<file path="src/rtl/cbm_pkg.sv">
// Types and constants for the cartridge bank mapper.
`timescale 1ns / 1ps
package cbm_pkg;

  typedef enum logic [2:0] {
    CmdCpuRead  = 3'd0,
    CmdCpuWrite = 3'd1,
    CmdPpuRead  = 3'd2,
    CmdScanline = 3'd3,
    CmdIrqAck   = 3'd4
  } cmd_e;

  typedef enum logic [1:0] {
    TgtNone    = 2'd0,
    TgtPrgRom  = 2'd1,
    TgtChrRom  = 2'd2,
    TgtWorkRam = 2'd3
  } tgt_e;

  // CPU address windows, address bits 15..13
  localparam logic [2:0] WinWorkRam = 3'd3;
  localparam logic [2:0] WinBank    = 3'd4;
  localparam logic [2:0] WinMirror  = 3'd5;
  localparam logic [2:0] WinIrqCnt  = 3'd6;
  localparam logic [2:0] WinIrqEn   = 3'd7;

  localparam logic [5:0] MaxPrgBanks   = 6'd32;
  localparam logic [5:0] PrgBanksReset = 6'd32;
  localparam int unsigned WinBytes     = 8192;

  typedef struct packed {
    logic [7:0]      bank_select;
    logic [7:0][7:0] bank_regs;
    logic [5:0]      prg_banks;
    logic            mirror;
    logic            irq_flag;
  } map_state_t;

endpackage

</file>
<file path="src/rtl/cbm_map.sv">
// Address decode and bank mapping for CPU and PPU accesses.
`timescale 1ns / 1ps
module cbm_map (
  input  logic [2:0]          command_i,
  input  logic [15:0]         address_i,
  input  cbm_pkg::map_state_t state_i,
  output cbm_pkg::tgt_e       target_o,
  output logic [18:0]         rom_address_o
);

  logic [5:0] banks;
  logic [5:0] second_last;
  logic [5:0] prg_bank;
  logic [2:0] slot;
  logic [7:0] chr_kb;
  logic       swap;
  logic       in_wram;

  always_comb begin
    if (state_i.prg_banks == '0) begin
      banks = 6'd1;
    end else if (state_i.prg_banks > cbm_pkg::MaxPrgBanks) begin
      banks = cbm_pkg::MaxPrgBanks;
    end else begin
      banks = state_i.prg_banks;
    end
    second_last = 6'(({1'b0, banks} << 1) - 7'd2);
    swap        = state_i.bank_select[6];

    unique case (address_i[15:13])
      cbm_pkg::WinIrqEn:  prg_bank = second_last + 6'd1;
      cbm_pkg::WinIrqCnt: prg_bank = swap ? state_i.bank_regs[6][5:0] : second_last;
      cbm_pkg::WinMirror: prg_bank = state_i.bank_regs[7][5:0];
      cbm_pkg::WinBank:   prg_bank = swap ? second_last : state_i.bank_regs[6][5:0];
      default:            prg_bank = '0;
    endcase

    slot = address_i[12:10] ^ {state_i.bank_select[7], 2'b00};
    if (!slot[2]) begin
      chr_kb = {state_i.bank_regs[{2'b00, slot[1]}][7:1], slot[0]};
    end else begin
      chr_kb = state_i.bank_regs[slot - 3'd2];
    end

    in_wram = (address_i[15:13] == cbm_pkg::WinWorkRam);
  end

  always_comb begin
    unique case (command_i)
      cbm_pkg::CmdCpuRead: begin
        if (in_wram) begin
          target_o      = cbm_pkg::TgtWorkRam;
          rom_address_o = '0;
        end else begin
          target_o      = cbm_pkg::TgtPrgRom;
          rom_address_o = {prg_bank, address_i[12:0]};
        end
      end
      cbm_pkg::CmdCpuWrite: begin
        target_o      = in_wram ? cbm_pkg::TgtWorkRam : cbm_pkg::TgtNone;
        rom_address_o = '0;
      end
      cbm_pkg::CmdPpuRead: begin
        target_o      = cbm_pkg::TgtChrRom;
        rom_address_o = {1'b0, chr_kb, address_i[9:0]};
      end
      default: begin
        target_o      = cbm_pkg::TgtNone;
        rom_address_o = '0;
      end
    endcase
  end

endmodule

</file>
<file path="config.mk">
export PLATFORM = sky130hd
export DESIGN_NAME = cbm_map
export DESIGN_NICKNAME = d
export VERILOG_FILES = /design/src/rtl/cbm_pkg.sv /design/src/rtl/cbm_map.sv
export SDC_FILE = /design/constraint.sdc
export NUM_CORES = 1
export LEC_CHECK = 0
export BUFFER_PORTS_ARGS = -buffer_cell sky130_fd_sc_hd__buf_2
export CELL_PAD_IN_SITES_DETAIL_PLACEMENT = 2
export CELL_PAD_IN_SITES_GLOBAL_PLACEMENT = 2
export CORE_MARGIN = 3
export CORE_UTILIZATION = 15
export DETAILED_ROUTE_END_ITERATION = 10
export PLACE_DENSITY = 0.86
export SLEW_MARGIN = 20
export SYNTH_ARGS = -nofsm -noshare
export SYNTH_HDL_FRONTEND = slang
export SYNTH_SLANG_ARGS = --single-unit
</file>
<file path="constraint.sdc">
create_clock -name vclk -period 3.2
set_input_delay 0.64 -clock vclk [all_inputs]
set_output_delay 0.64 -clock vclk [all_outputs]
set_load 0.05 [all_outputs]
</file>
==> qor.json <==
{
  "run_status": {"value": "finished, final reports clean"},
  "grt_pass1_wl": {"value": 7490, "unit": "um"},
  "mappedNetlistNets": {"value": 212},
  "rsz0062_at_grt": {"value": "no"},
  "synth.avg_cell_area": {"value": 7.97, "unit": "sq um"},
  "drt_first_iter_violations": {"value": 2},
  "max_cap_viol_count": {"value": 0},
  "timing_worst_setup_path_type": {"value": "in2out"},
  "vdd_ir_drop_max": {"value": 0.0566, "unit": "mV"},
  "seqCellArea": {"value": 0, "unit": "sq um"},
  "track_usage": {"value": 0.128},
  "design.final.nets": {"value": 320},
  "die-width": {"value": 83.1, "unit": "um"},
  "core_area": {"value": 5640, "unit": "sq um"},
  "setup_total_negative_slack": {"value": 0, "unit": "ns"},
  "post_cts_hold_buffer_count": {"value": 0},
  "flops_and_latches": {"value": 0},
  "min_path_cells": {"value": 3},
  "grt_start_max_net_pins": {"value": 15},
  "route.detailed.wl_per_inst": {"value": 15.2, "unit": "um"},
  "antenna_found_initial": {"value": 0},
  "io_pins": {"value": 120},
  "timing.final.crit_share": {"value": 0.939},
  "crit_path_start_kind": {"value": "primary input"},
  "drcViolationCount": {"value": 0},
  "maxSlewViolCount": {"value": 0},
  "placementRows": {"value": 27},
  "worst-endpoint-arrival": {"value": 2.36, "unit": "ns"},
  "min_period": {"value": 3.00, "unit": "ns"},
  "first_global_vias": {"value": 1529},
  "areaGrowthSynthToFinish": {"value": 70.4, "unit": "%"},
  "final_util": {"value": 0.269},
  "die-area": {"value": 6910, "unit": "sq um"},
  "routability_congestion": {"value": 0.763},
  "synth_warn": {"value": 0},
  "portBuffers": {"value": 106},
  "timing.hold.worst.start": {"value": "command_i[2]"},
  "synth_seq_area_share": {"value": 0},
  "mappedNetlistArea": {"value": 892, "unit": "sq um"},
  "setup-violations-final": {"value": 0},
  "timing.critical_path.to_type": {"value": "output port"},
  "layout.cells.non_filler": {"value": 290},
  "fp.dieH": {"value": 83.1, "unit": "um"},
  "fin_worst_hold_slack": {"value": 1.66, "unit": "ns"},
  "drive_gt1_frac": {"value": 0.578},
  "worst_min_delay_path_class": {"value": "in2out"},
  "yosys.cell_types.count": {"value": 39},
  "placed_cells": {"value": 290},
  "worst-endpoint-required": {"value": 2.56, "unit": "ns"},
  "clock_buffers": {"value": 0},
  "initial_util": {"value": 0.158},
  "postCtsResizedCells": {"value": 0},
  "route.detailed.vias_per_inst": {"value": 4.59},
  "cts.repair_timing.setup_buffer_count": {"value": 0},
  "worst_pin_slew": {"value": 0.411, "unit": "ns"},
  "power_density": {"value": 151, "unit": "nW/um^2"},
  "syn_inst": {"value": 112},
  "clock.fmax": {"value": 0.333, "unit": "GHz"},
  "routed_wirelength": {"value": 4400, "unit": "um"},
  "hold_viol_final": {"value": 0},
  "num_vias": {"value": 1330},
  "hpwl": {"value": 4040, "unit": "um"},
  "ant_nets": {"value": 0},
  "leakage": {"value": 0.000785, "unit": "uW"},
  "diodes": {"value": 0},
  "detailedRoute.firstPassIterationCount": {"value": 2},
  "min_delay_worst_endpoint": {"value": "target_o[1]"},
  "path_max_fanout": {"value": 3},
  "remaining_global_route_overflow": {"value": 0},
  "slew_headroom": {"value": 0.724}
}
[metal layers]
metal  track usage  share of wire
met1         0.146           0.38
met3        0.0248          0.071
met5             0              0
met4             0              0
met2         0.256           0.54
[critical path, cell delays in order]
cell                       delay, ns
sky130_fd_sc_hd__buf_2          0.11
sky130_fd_sc_hd__nor4_1         0.26
sky130_fd_sc_hd__o21ai_0        0.14
sky130_fd_sc_hd__ha_1           0.24
sky130_fd_sc_hd__nand2_1        0.08
sky130_fd_sc_hd__mux2i_1        0.06
sky130_fd_sc_hd__a2111o_1       0.41
sky130_fd_sc_hd__a21oi_1        0.14
sky130_fd_sc_hd__buf_2          0.28
[metrics by stage]
| stage | setup slack, ns | total power (uW) | cell area (sq um) |
|---|---|---|---|
| after global routing | 0.0490 | 253 | 1520 |
| after detailed placement | 0.187 | 234 | 1520 |
| after CTS | 0.183 | 234 | 1520 |
| final | 0.195 | 230 | 1520 |
| after global placement | 0.233 | 226 | 1520 |
| after floorplan | 0.0598 | 137 | 892 |
[logic make-up after synthesis]
group / count (synthesis) / share of synthesized area
fa+ha+maj: 1 / 0.0140
simple gates: 40 / 0.245
xor+xnor: 4 / 0.0393
mux: 24 / 0.407
buf+inv: 10 / 0.0547
compound gates: 33 / 0.240
[synth_stat cells, types with 4 or more instances]
master                    count  share of area
sky130_fd_sc_hd__inv_1        5          0.021
sky130_fd_sc_hd__nand2_1      6          0.025
sky130_fd_sc_hd__mux4_2       5           0.13
sky130_fd_sc_hd__a21oi_1      8          0.045
sky130_fd_sc_hd__mux2_2       6          0.076
sky130_fd_sc_hd__nor2_1       6          0.025
sky130_fd_sc_hd__mux2_4       4          0.067
sky130_fd_sc_hd__nor2b_1      4          0.028
sky130_fd_sc_hd__o21ai_0      7          0.039
sky130_fd_sc_hd__and2_1      10          0.070
sky130_fd_sc_hd__mux2i_1      7          0.079
[final cells by class]
| cell class | instances | area, sq um |
|---|---|---|
| inverter | 5 | 18.8 |
| multi-input combinational | 102 | 843 |
| timing repair buffer | 111 | 568 |
| tap | 72 | 90.1 |
| fill | 703 | 4120 |
[cells in the final DEF (no fill, tap or decap), drive strengths merged, types with 5 or more instances in the layout]
| cell type | instances |
|---|---|
| and2 | 10 |
| o21ai | 9 |
| buf | 111 |
| mux2 | 10 |
| inv | 5 |
| nor2 | 6 |
| a21oi | 8 |
| mux4 | 7 |
| mux2i | 7 |
| nand2 | 6 |
[where the power goes]
part | leakage (uW) | switching, uW | internal [uW] | total [uW]
combinational | 0.000785 | 125 | 105 | 230
sequential | 0 | 0 | 0 | 0
clock | 0 | 0 | 0 | 0
[how the worst max path moves through the flow]
stage / startpoint / endpoint / cells past startpoint
finish: state_i[3] / rom_address_o[18] / 9
global route: state_i[3] / rom_address_o[18] / 9
CTS: state_i[3] / rom_address_o[18] / 9
detailed placement: state_i[3] / rom_address_o[18] / 9
global placement: state_i[3] / rom_address_o[18] / 9
floorplan: state_i[3] / rom_address_o[18] / 7
No activity file was read; power rests on OpenSTA's default activity.
