## config.mk

```make
export PLATFORM = sky130hd
export DESIGN_NAME = cbm_regs
export DESIGN_NICKNAME = d
export VERILOG_FILES = /design/src/rtl/cbm_pkg.sv /design/src/rtl/cbm_regs.sv
export SDC_FILE = /design/constraint.sdc
export NUM_CORES = 1
export LEC_CHECK = 0
export BUFFER_PORTS_ARGS = -buffer_cell sky130_fd_sc_hd__buf_2
export CORE_MARGIN = 2
export CORE_UTILIZATION = 50
export CTS_BUF_LIST = sky130_fd_sc_hd__clkbuf_4
export CTS_CLUSTER_SIZE = 16
export DETAILED_ROUTE_END_ITERATION = 7
export PLACE_DENSITY_LB_ADDON = 0.1
export SLEW_MARGIN = 20
export SYNTH_ARGS = -nofsm -noshare
export SYNTH_HDL_FRONTEND = slang
export SYNTH_SLANG_ARGS = --single-unit
```

## constraint.sdc

```tcl
create_clock -name clk_i -period 6.3 [get_ports clk_i]
set_input_delay 0.63 -clock clk_i [delete_from_list [all_inputs] [get_ports clk_i]]
set_output_delay 0.63 -clock clk_i [all_outputs]
set_load 0.005 [all_outputs]
```

## src/rtl/cbm_pkg.sv

```systemverilog
// Types and constants for the cartridge bank mapper.
`timescale 1ns / 1ps
package cbm_pkg;

  typedef enum logic [2:0] {
    CmdCpuRead  = 3'd0,
    CmdCpuWrite = 3'd1,
    CmdPpuRead  = 3'd2,
    CmdScanline = 3'd3,
    CmdIrqAck   = 3'd4
  } cmd_e;

  typedef enum logic [1:0] {
    TgtNone    = 2'd0,
    TgtPrgRom  = 2'd1,
    TgtChrRom  = 2'd2,
    TgtWorkRam = 2'd3
  } tgt_e;

  // CPU address windows, address bits 15..13
  localparam logic [2:0] WinWorkRam = 3'd3;
  localparam logic [2:0] WinBank    = 3'd4;
  localparam logic [2:0] WinMirror  = 3'd5;
  localparam logic [2:0] WinIrqCnt  = 3'd6;
  localparam logic [2:0] WinIrqEn   = 3'd7;

  localparam logic [5:0] MaxPrgBanks   = 6'd32;
  localparam logic [5:0] PrgBanksReset = 6'd32;
  localparam int unsigned WinBytes     = 8192;

  typedef struct packed {
    logic [7:0]      bank_select;
    logic [7:0][7:0] bank_regs;
    logic [5:0]      prg_banks;
    logic            mirror;
    logic            irq_flag;
  } map_state_t;

endpackage

```

## src/rtl/cbm_regs.sv

```systemverilog
// Mapper registers: bank select, bank registers, mirroring and IRQ counter.
`timescale 1ns / 1ps
module cbm_regs (
  input  logic                clk_i,
  input  logic                rst_ni,
  input  logic                en_i,
  input  logic [2:0]          command_i,
  input  logic [15:0]         address_i,
  input  logic [7:0]          write_data_i,
  input  logic                cfg_we_i,
  input  logic [5:0]          cfg_wdata_i,
  output cbm_pkg::map_state_t state_o
);

  logic [7:0]      bank_select_q, bank_select_d;
  logic [7:0][7:0] bank_regs_q, bank_regs_d;
  logic [5:0]      prg_banks_q;
  logic            mirror_q, mirror_d;
  logic [7:0]      irq_count_q, irq_count_d;
  logic [7:0]      irq_latch_q, irq_latch_d;
  logic            irq_en_q, irq_en_d;
  logic            irq_flag_q, irq_flag_d;
  logic            odd;

  always_comb begin
    bank_select_d = bank_select_q;
    bank_regs_d   = bank_regs_q;
    mirror_d      = mirror_q;
    irq_count_d   = irq_count_q;
    irq_latch_d   = irq_latch_q;
    irq_en_d      = irq_en_q;
    irq_flag_d    = irq_flag_q;
    odd           = address_i[0];

    if (en_i) begin
      unique case (command_i)
        cbm_pkg::CmdCpuWrite: begin
          unique case (address_i[15:13])
            cbm_pkg::WinIrqEn: begin
              irq_en_d = odd;
              if (!odd) begin
                irq_flag_d = 1'b0;
              end
            end
            cbm_pkg::WinIrqCnt: begin
              if (odd) begin
                irq_count_d = '0;
              end else begin
                irq_latch_d = write_data_i;
              end
            end
            cbm_pkg::WinMirror: begin
              if (!odd) begin
                mirror_d = write_data_i[0];
              end
            end
            cbm_pkg::WinBank: begin
              if (odd) begin
                bank_regs_d[bank_select_q[2:0]] = write_data_i;
              end else begin
                bank_select_d = write_data_i;
              end
            end
            default: ;
          endcase
        end
        cbm_pkg::CmdScanline: begin
          irq_count_d = (irq_count_q == '0) ? irq_latch_q : irq_count_q - 8'd1;
          if (irq_count_d == '0 && irq_en_q) begin
            irq_flag_d = 1'b1;
          end
        end
        cbm_pkg::CmdIrqAck: irq_flag_d = 1'b0;
        default: ;
      endcase
    end
  end

  always_ff @(posedge clk_i or negedge rst_ni) begin
    if (!rst_ni) begin
      bank_select_q <= '0;
      bank_regs_q   <= '0;
      prg_banks_q   <= cbm_pkg::PrgBanksReset;
      mirror_q      <= 1'b0;
      irq_count_q   <= '0;
      irq_latch_q   <= '0;
      irq_en_q      <= 1'b0;
      irq_flag_q    <= 1'b0;
    end else begin
      bank_select_q <= bank_select_d;
      bank_regs_q   <= bank_regs_d;
      mirror_q      <= mirror_d;
      irq_count_q   <= irq_count_d;
      irq_latch_q   <= irq_latch_d;
      irq_en_q      <= irq_en_d;
      irq_flag_q    <= irq_flag_d;
      if (cfg_we_i) begin
        prg_banks_q <= cfg_wdata_i;
      end
    end
  end

  assign state_o.bank_select = bank_select_q;
  assign state_o.bank_regs   = bank_regs_q;
  assign state_o.prg_banks   = prg_banks_q;
  assign state_o.mirror      = mirror_q;
  assign state_o.irq_flag    = irq_flag_q;

endmodule

```

==> impl_metrics.tcl, run 1 <==
set metrics [dict create \
    cp.required_ns 6.65 \
    met2_usage 0.3182 \
    start_kind "register" \
    antenna_found_initial 0 \
    setup_viol 0 \
    reg2reg_setup_slack_ns 3.92 \
    die_w_um 95.82 \
    drt_first_pass_iters 4 \
    core_area_mm2 0.008175 \
    grtUsageMet1 0.2729 \
    p_per_area_mw_per_mm2 262.3 \
    drtAntennaViolNets 0 \
    antenna_cells 0 \
    post-route-min-period_ns 2.379 \
    io_buffer_count 104 \
    final_hold_viol_count 0 \
    fin_setup_tns_ns 0 \
    yosys_warnings 0 \
    drv_slew 0 \
    critical_path.max_fanout 10 \
    die_area_mm2 0.009181 \
    cts.path.max_buffers 2 \
    clk_pin_slew_ns 0.15 \
    rr_endpoint "irq_flag_q" \
    grt.busiest_layer "met2" \
    async_flop_share 1.000 \
    max-vdd-ir-drop_mv 0.1617 \
    rsz0062_at_grt "false" \
    critical_path_class "register to register" \
    tightest_slew_ns 0.9867 \
    worstReg2RegStart "irq_count_q[0]" \
    hpwl_um 6204 \
    final_util 0.5999 \
    grt_pass1_vias 2614 \
    synth_area_mm2 0.004215 \
    drc_errors 0 \
    grt_max_degree 58 \
    met3_usage 0.06343 \
    cts_resized 0 \
    synth_seq_cells 97 \
    wire_per_inst_um 17.09 \
    grt_pass1_wl_um 13720 \
    totalPowerFinal_mw 1.286 \
    fmaxAchievable_ghz 0.4203 \
    syn_area_per_cell_um2 13.64 \
    via_per_inst 5.366 \
    track_usage 0.2029 \
    cts.htree.levels 3 \
    cts_root_buf "clkbuf_4" \
    area_delta_synth_final_pct 16.35 \
    syn_nets 348 \
    worst_setup_path_end_kind "register" \
    status "completed" \
    start_util 0.5156 \
    hold_buffers 0 \
    synth_edf_count 0 \
    via_count 2769 \
    cts_buffers 9 \
    worst_ep_arrival_time_ns 2.73 \
    cts_tree "done" \
    drive_gt1_frac 0.5304 \
    detail_route.iter0.violations 90 \
    synth-main-ff-cell "dfrtp_1" \
    slew_headroom 0.3405 \
    yosysSeqAreaShare 0.5761 \
    cap_violations 0 \
    routed_wl_um 8821 \
    fin_crit_sh 0.3776 \
    p_leak_nw 2.649 \
    rr_worst_depth 7 \
    post_cts_buffers 0 \
    io_pins 117 \
    overflow 0 \
    skew_ns 0.01405 \
    fin_nets 445 \
    postSynthCellCount 309 \
    gp_congestion 0.8470 \
    holdCritPathClass "input port to async pin" \
    die_h_um 95.82 \
    clock-sinks 97 \
    fillers 701 \
    ys_types 42 \
    rows 33 \
    clock_latency_ns 0.43 \
]
-- stage by stage --
stage | hold WS, ns | setup WS (ns) | instances | area, um^2
2_1_floorplan | 0.3344 | 3.983 | 309 | 4215
6_report | 0.1393 | 3.921 | 516 | 4905
4_1_cts | 0.1423 | 3.905 | 516 | 4905
3_3_place_gp | 0.4839 | 3.661 | 500 | 4783
5_1_grt | 0.1499 | 3.663 | 516 | 4905
3_5_place_dp | 0.4879 | 3.631 | 500 | 4783
-- worst max path at each step --
stage,cells past startpoint,end,start,slack [ns]
floorplan,7,state_o[16],command_i[0],3.98
global placement,6,state_o[21],command_i[2],3.66
detailed placement,6,state_o[16],command_i[0],3.63
CTS,7,irq_flag_q,irq_count_q[0],3.90
global route,7,irq_flag_q,irq_count_q[0],3.66
finish,7,irq_flag_q,irq_count_q[0],3.92
-- metal layers --
layer,share of wire,vias up
met4,0.012,0
li1,-,1303
met5,0,-
met1,0.45,1382
met2,0.47,73
met3,0.067,11
-- where the power goes --
part           internal, mW  switching (mW)  total (mW)
combinational         0.120           0.154       0.274
clock                0.0866           0.214       0.300
sequential            0.664          0.0477       0.712
-- flip-flops by register name (all words and copies together), names as in the netlist --
name	flops
prg_banks_q	6
irq_latch_q	8
irq_en_q	1
bank_select_q	8
state_o	64
mirror_q	1
irq_flag_q	1
irq_count_q	8
-- synthesized netlist by cell type, types with 3 or more instances --
master    count  area share
nor3_1        8      0.0095
o31ai_1       3      0.0053
clkbuf_1      8      0.0071
mux2_2       78        0.21
nor2_1       10      0.0089
inv_1         7      0.0062
dfrtp_1      96        0.57
buf_1         7      0.0062
nor4b_1       3      0.0062
mux2_4        8       0.028
o21ai_0      17       0.020
mux2i_1       4      0.0095
nand2_1      13       0.012
a21oi_1       5      0.0059
or3_1         3      0.0045
-- cells in the final DEF, fill, tap and decap left out, types with 3 or more instances in the layout --
cell | synthesis | final
buf_2 | 0 | 103
dfrtp_1 | 96 | 96
mux2_2 | 78 | 78
o21ai_0 | 17 | 17
nand2_1 | 13 | 13
nor2_1 | 10 | 10
clkbuf_4 | 0 | 9
nor3_1 | 8 | 8
mux2_4 | 8 | 8
inv_1 | 7 | 7
a21oi_1 | 5 | 5
mux2i_1 | 4 | 4
or3_1 | 3 | 3
o31ai_1 | 3 | 3
nor4b_1 | 3 | 3
-- critical path, cell delays in order, from the launching register on --
cell	delay (ns)
dfrtp_1	0.46
inv_1	0.10
ha_1	0.24
or3b_2	0.52
nor2_2	0.38
mux2i_1	0.27
nand4_1	0.11
o31ai_1	0.23
-- kinds of logic after synthesis --
logic type	synth area share
multiplexers	0.2464
AND/OR/NAND/NOR	0.09647
AO/OA/AOI/OAI	0.04660
adder cells (fa/ha/maj)	0.005936
buffers and inverters	0.02850
flip-flops	0.5761
-- cell type report --
class	instances	area, um^2	area share
clock inverters	7	53.80	0.01097
clock buffers	9	67.56	0.01378
repair buffers	105	530.5	0.1082
inverters	7	26.28	0.005357
multi-input cells	186	1667	0.3398
flip-flops and latches	97	2429	0.4952
well taps	105	131.4	0.02679
Power figures use the tool's default switching activity.
==> inputs of run 2 (changes only) <==
==> constraint.sdc (replaced) <==
create_clock -name clk_i -period 2.2 [get_ports clk_i]
set_input_delay 0.22 -clock clk_i [delete_from_list [all_inputs] [get_ports clk_i]]
set_output_delay 0.22 -clock clk_i [all_outputs]
set_load 0.005 [all_outputs]
==> impl_metrics.tcl, run 2 (synthesis results as in run 1) <==
set metrics [dict create \
    rsz0062_at_grt "false" \
    worst_setup_path_end_kind "register" \
    final_hold_viol_count 0 \
    wire_per_inst_um 16.44 \
    fin_crit_sh 0.9337 \
    rows 33 \
    hpwl_um 6197 \
    slew_headroom 0.5143 \
    cts_tree "done" \
    core_area_mm2 0.008175 \
    fin_area_mm2 0.005075 \
    antenna_cells 0 \
    die_area_mm2 0.009181 \
    post-route-min-period_ns 2.054 \
    cts.path.max_buffers 2 \
    drc_errors 0 \
    grt_max_degree 46 \
    detail_route.iter0.violations 95 \
    cts_buffers 9 \
    gp_congestion 0.8159 \
    cp_cell_sequence "inv_1, ha_1, or3b_2, nor2_1, mux2i_1, o21ai_0, a32o_1" \
    start_util 0.5156 \
    totalPowerFinal_mw 3.719 \
    drv_slew 0 \
    grt_pass1_vias 2692 \
    overflow 0 \
    setup_viol 0 \
    via_per_inst 5.260 \
    critical_path.max_fanout 6 \
    io_buffer_count 104 \
    critical_path.max_stage_delay_ns 0.50 \
    crit_buf_inv 1 \
    grt_pass1_wl_um 13980 \
    largest_reg_flops 64 \
    io_pins 117 \
    track_usage 0.2048 \
    clk_pin_slew_ns 0.15 \
    drtAntennaViolNets 0 \
    drive_gt1_frac 0.5338 \
    skew_ns 0.01833 \
    die_w_um 95.82 \
    routed_wl_um 8777 \
    via_count 2809 \
    p_leak_nw 2.732 \
    worstReg2RegStart "irq_count_q[0]" \
    holdCritStartpoint "cfg_wdata_i[2]" \
    drt_first_pass_iters 4 \
    pre_cts_ws_ns 0.02934 \
    start_kind "register" \
    worst_ep_arrival_time_ns 2.40 \
    cp.required_ns 2.54 \
    crit_start "irq_count_q[0]" \
    tightest_slew_ns 0.7253 \
    final_common_cell "buf_2" \
    p_per_area_mw_per_mm2 732.8 \
    fmaxAchievable_ghz 0.4868 \
    die_h_um 95.82 \
    critical_path_class "register to register" \
    place_area_mm2 0.004898 \
    mostFrequentLayoutCells "buf_2, dfrtp_1, mux2_2" \
    worst_slack_ns 0.1458 \
    cts.htree.levels 3 \
    cts_root_buf "clkbuf_4" \
    holdCritPathClass "input port to register" \
    antenna_found_initial 0 \
    cap_violations 0 \
    clock_latency_ns 0.44 \
    status "completed" \
    critical_path.top_delay_family "simple AND/OR/NAND/NOR gates" \
    crit_slowest_cell "or3b_2" \
    fin_nets 463 \
    max-vdd-ir-drop_mv 0.3968 \
    area_delta_synth_final_pct 20.39 \
    fin_setup_tns_ns 0 \
    clock-sinks 97 \
]
-- run 2: changes by cell type in the layout (fill, tap and decap cells not counted), sizes merged --
cell         previous run  this run
buf                   105       117
clkbuf                  9        10
clkinv                  4         3
clkinvlp                0         1
dlygate4sd3             0         6
inv                    10         9
-- run 2: worst paths after layout --
path                                   to  slack [ns]  depth (start not counted)
hold / removal             prg_banks_q[2]        0.03                          2
setup / recovery           irq_count_q[4]        0.15                          7
hold reg to reg               state_o[54]        0.52                          1
min in group asynchronous  prg_banks_q[4]        0.22                          2
setup reg to reg           irq_count_q[4]        0.15                          7
max in group asynchronous     state_o[50]        1.30                          3
-- run 2: area by class of cell --
| type | instances | area, um^2 |
|---|---|---|
| Clock inverter | 6 | 41.29 |
| Timing Repair Buffer | 123 | 705.7 |
| Clock buffer | 10 | 75.07 |
| Fill cell | 679 | 3100 |
| Inverter | 7 | 26.28 |
| Multi-Input combinational cell | 186 | 1667 |
| Sequential cell | 97 | 2429 |
| Tap cell | 105 | 131.4 |
-- run 2: where the power goes --
part / internal (mW) / switching [mW] / total, mW
sequential: 1.90 / 0.118 / 2.02
clock: 0.249 / 0.594 / 0.843
combinational: 0.389 / 0.466 / 0.855
-- run 2: stage by stage --
step	hold WS, ns	cells	utilization
after CTS	0.001740	534	0.6208
after global placement	0.1638	512	0.5992
after detailed placement	0.1689	512	0.5992
after global routing	0.006449	534	0.6208
after floorplan	-0.07559	309	-
final	0.03035	534	0.6208
-- run 2: metal layers --
metal,track usage,part of all wire
met3,0.06186,0.061
met2,0.3159,0.46
met1,0.2846,0.47
met4,0.05357,0.0085
met5,0,0
-- run 2: what timing repair did --
item / CTS / global route
hold endpoints to repair: 32 / 0
setup buffers: 0 / 0
hold buffers: 6 / 0
resized for setup: 0 / 0
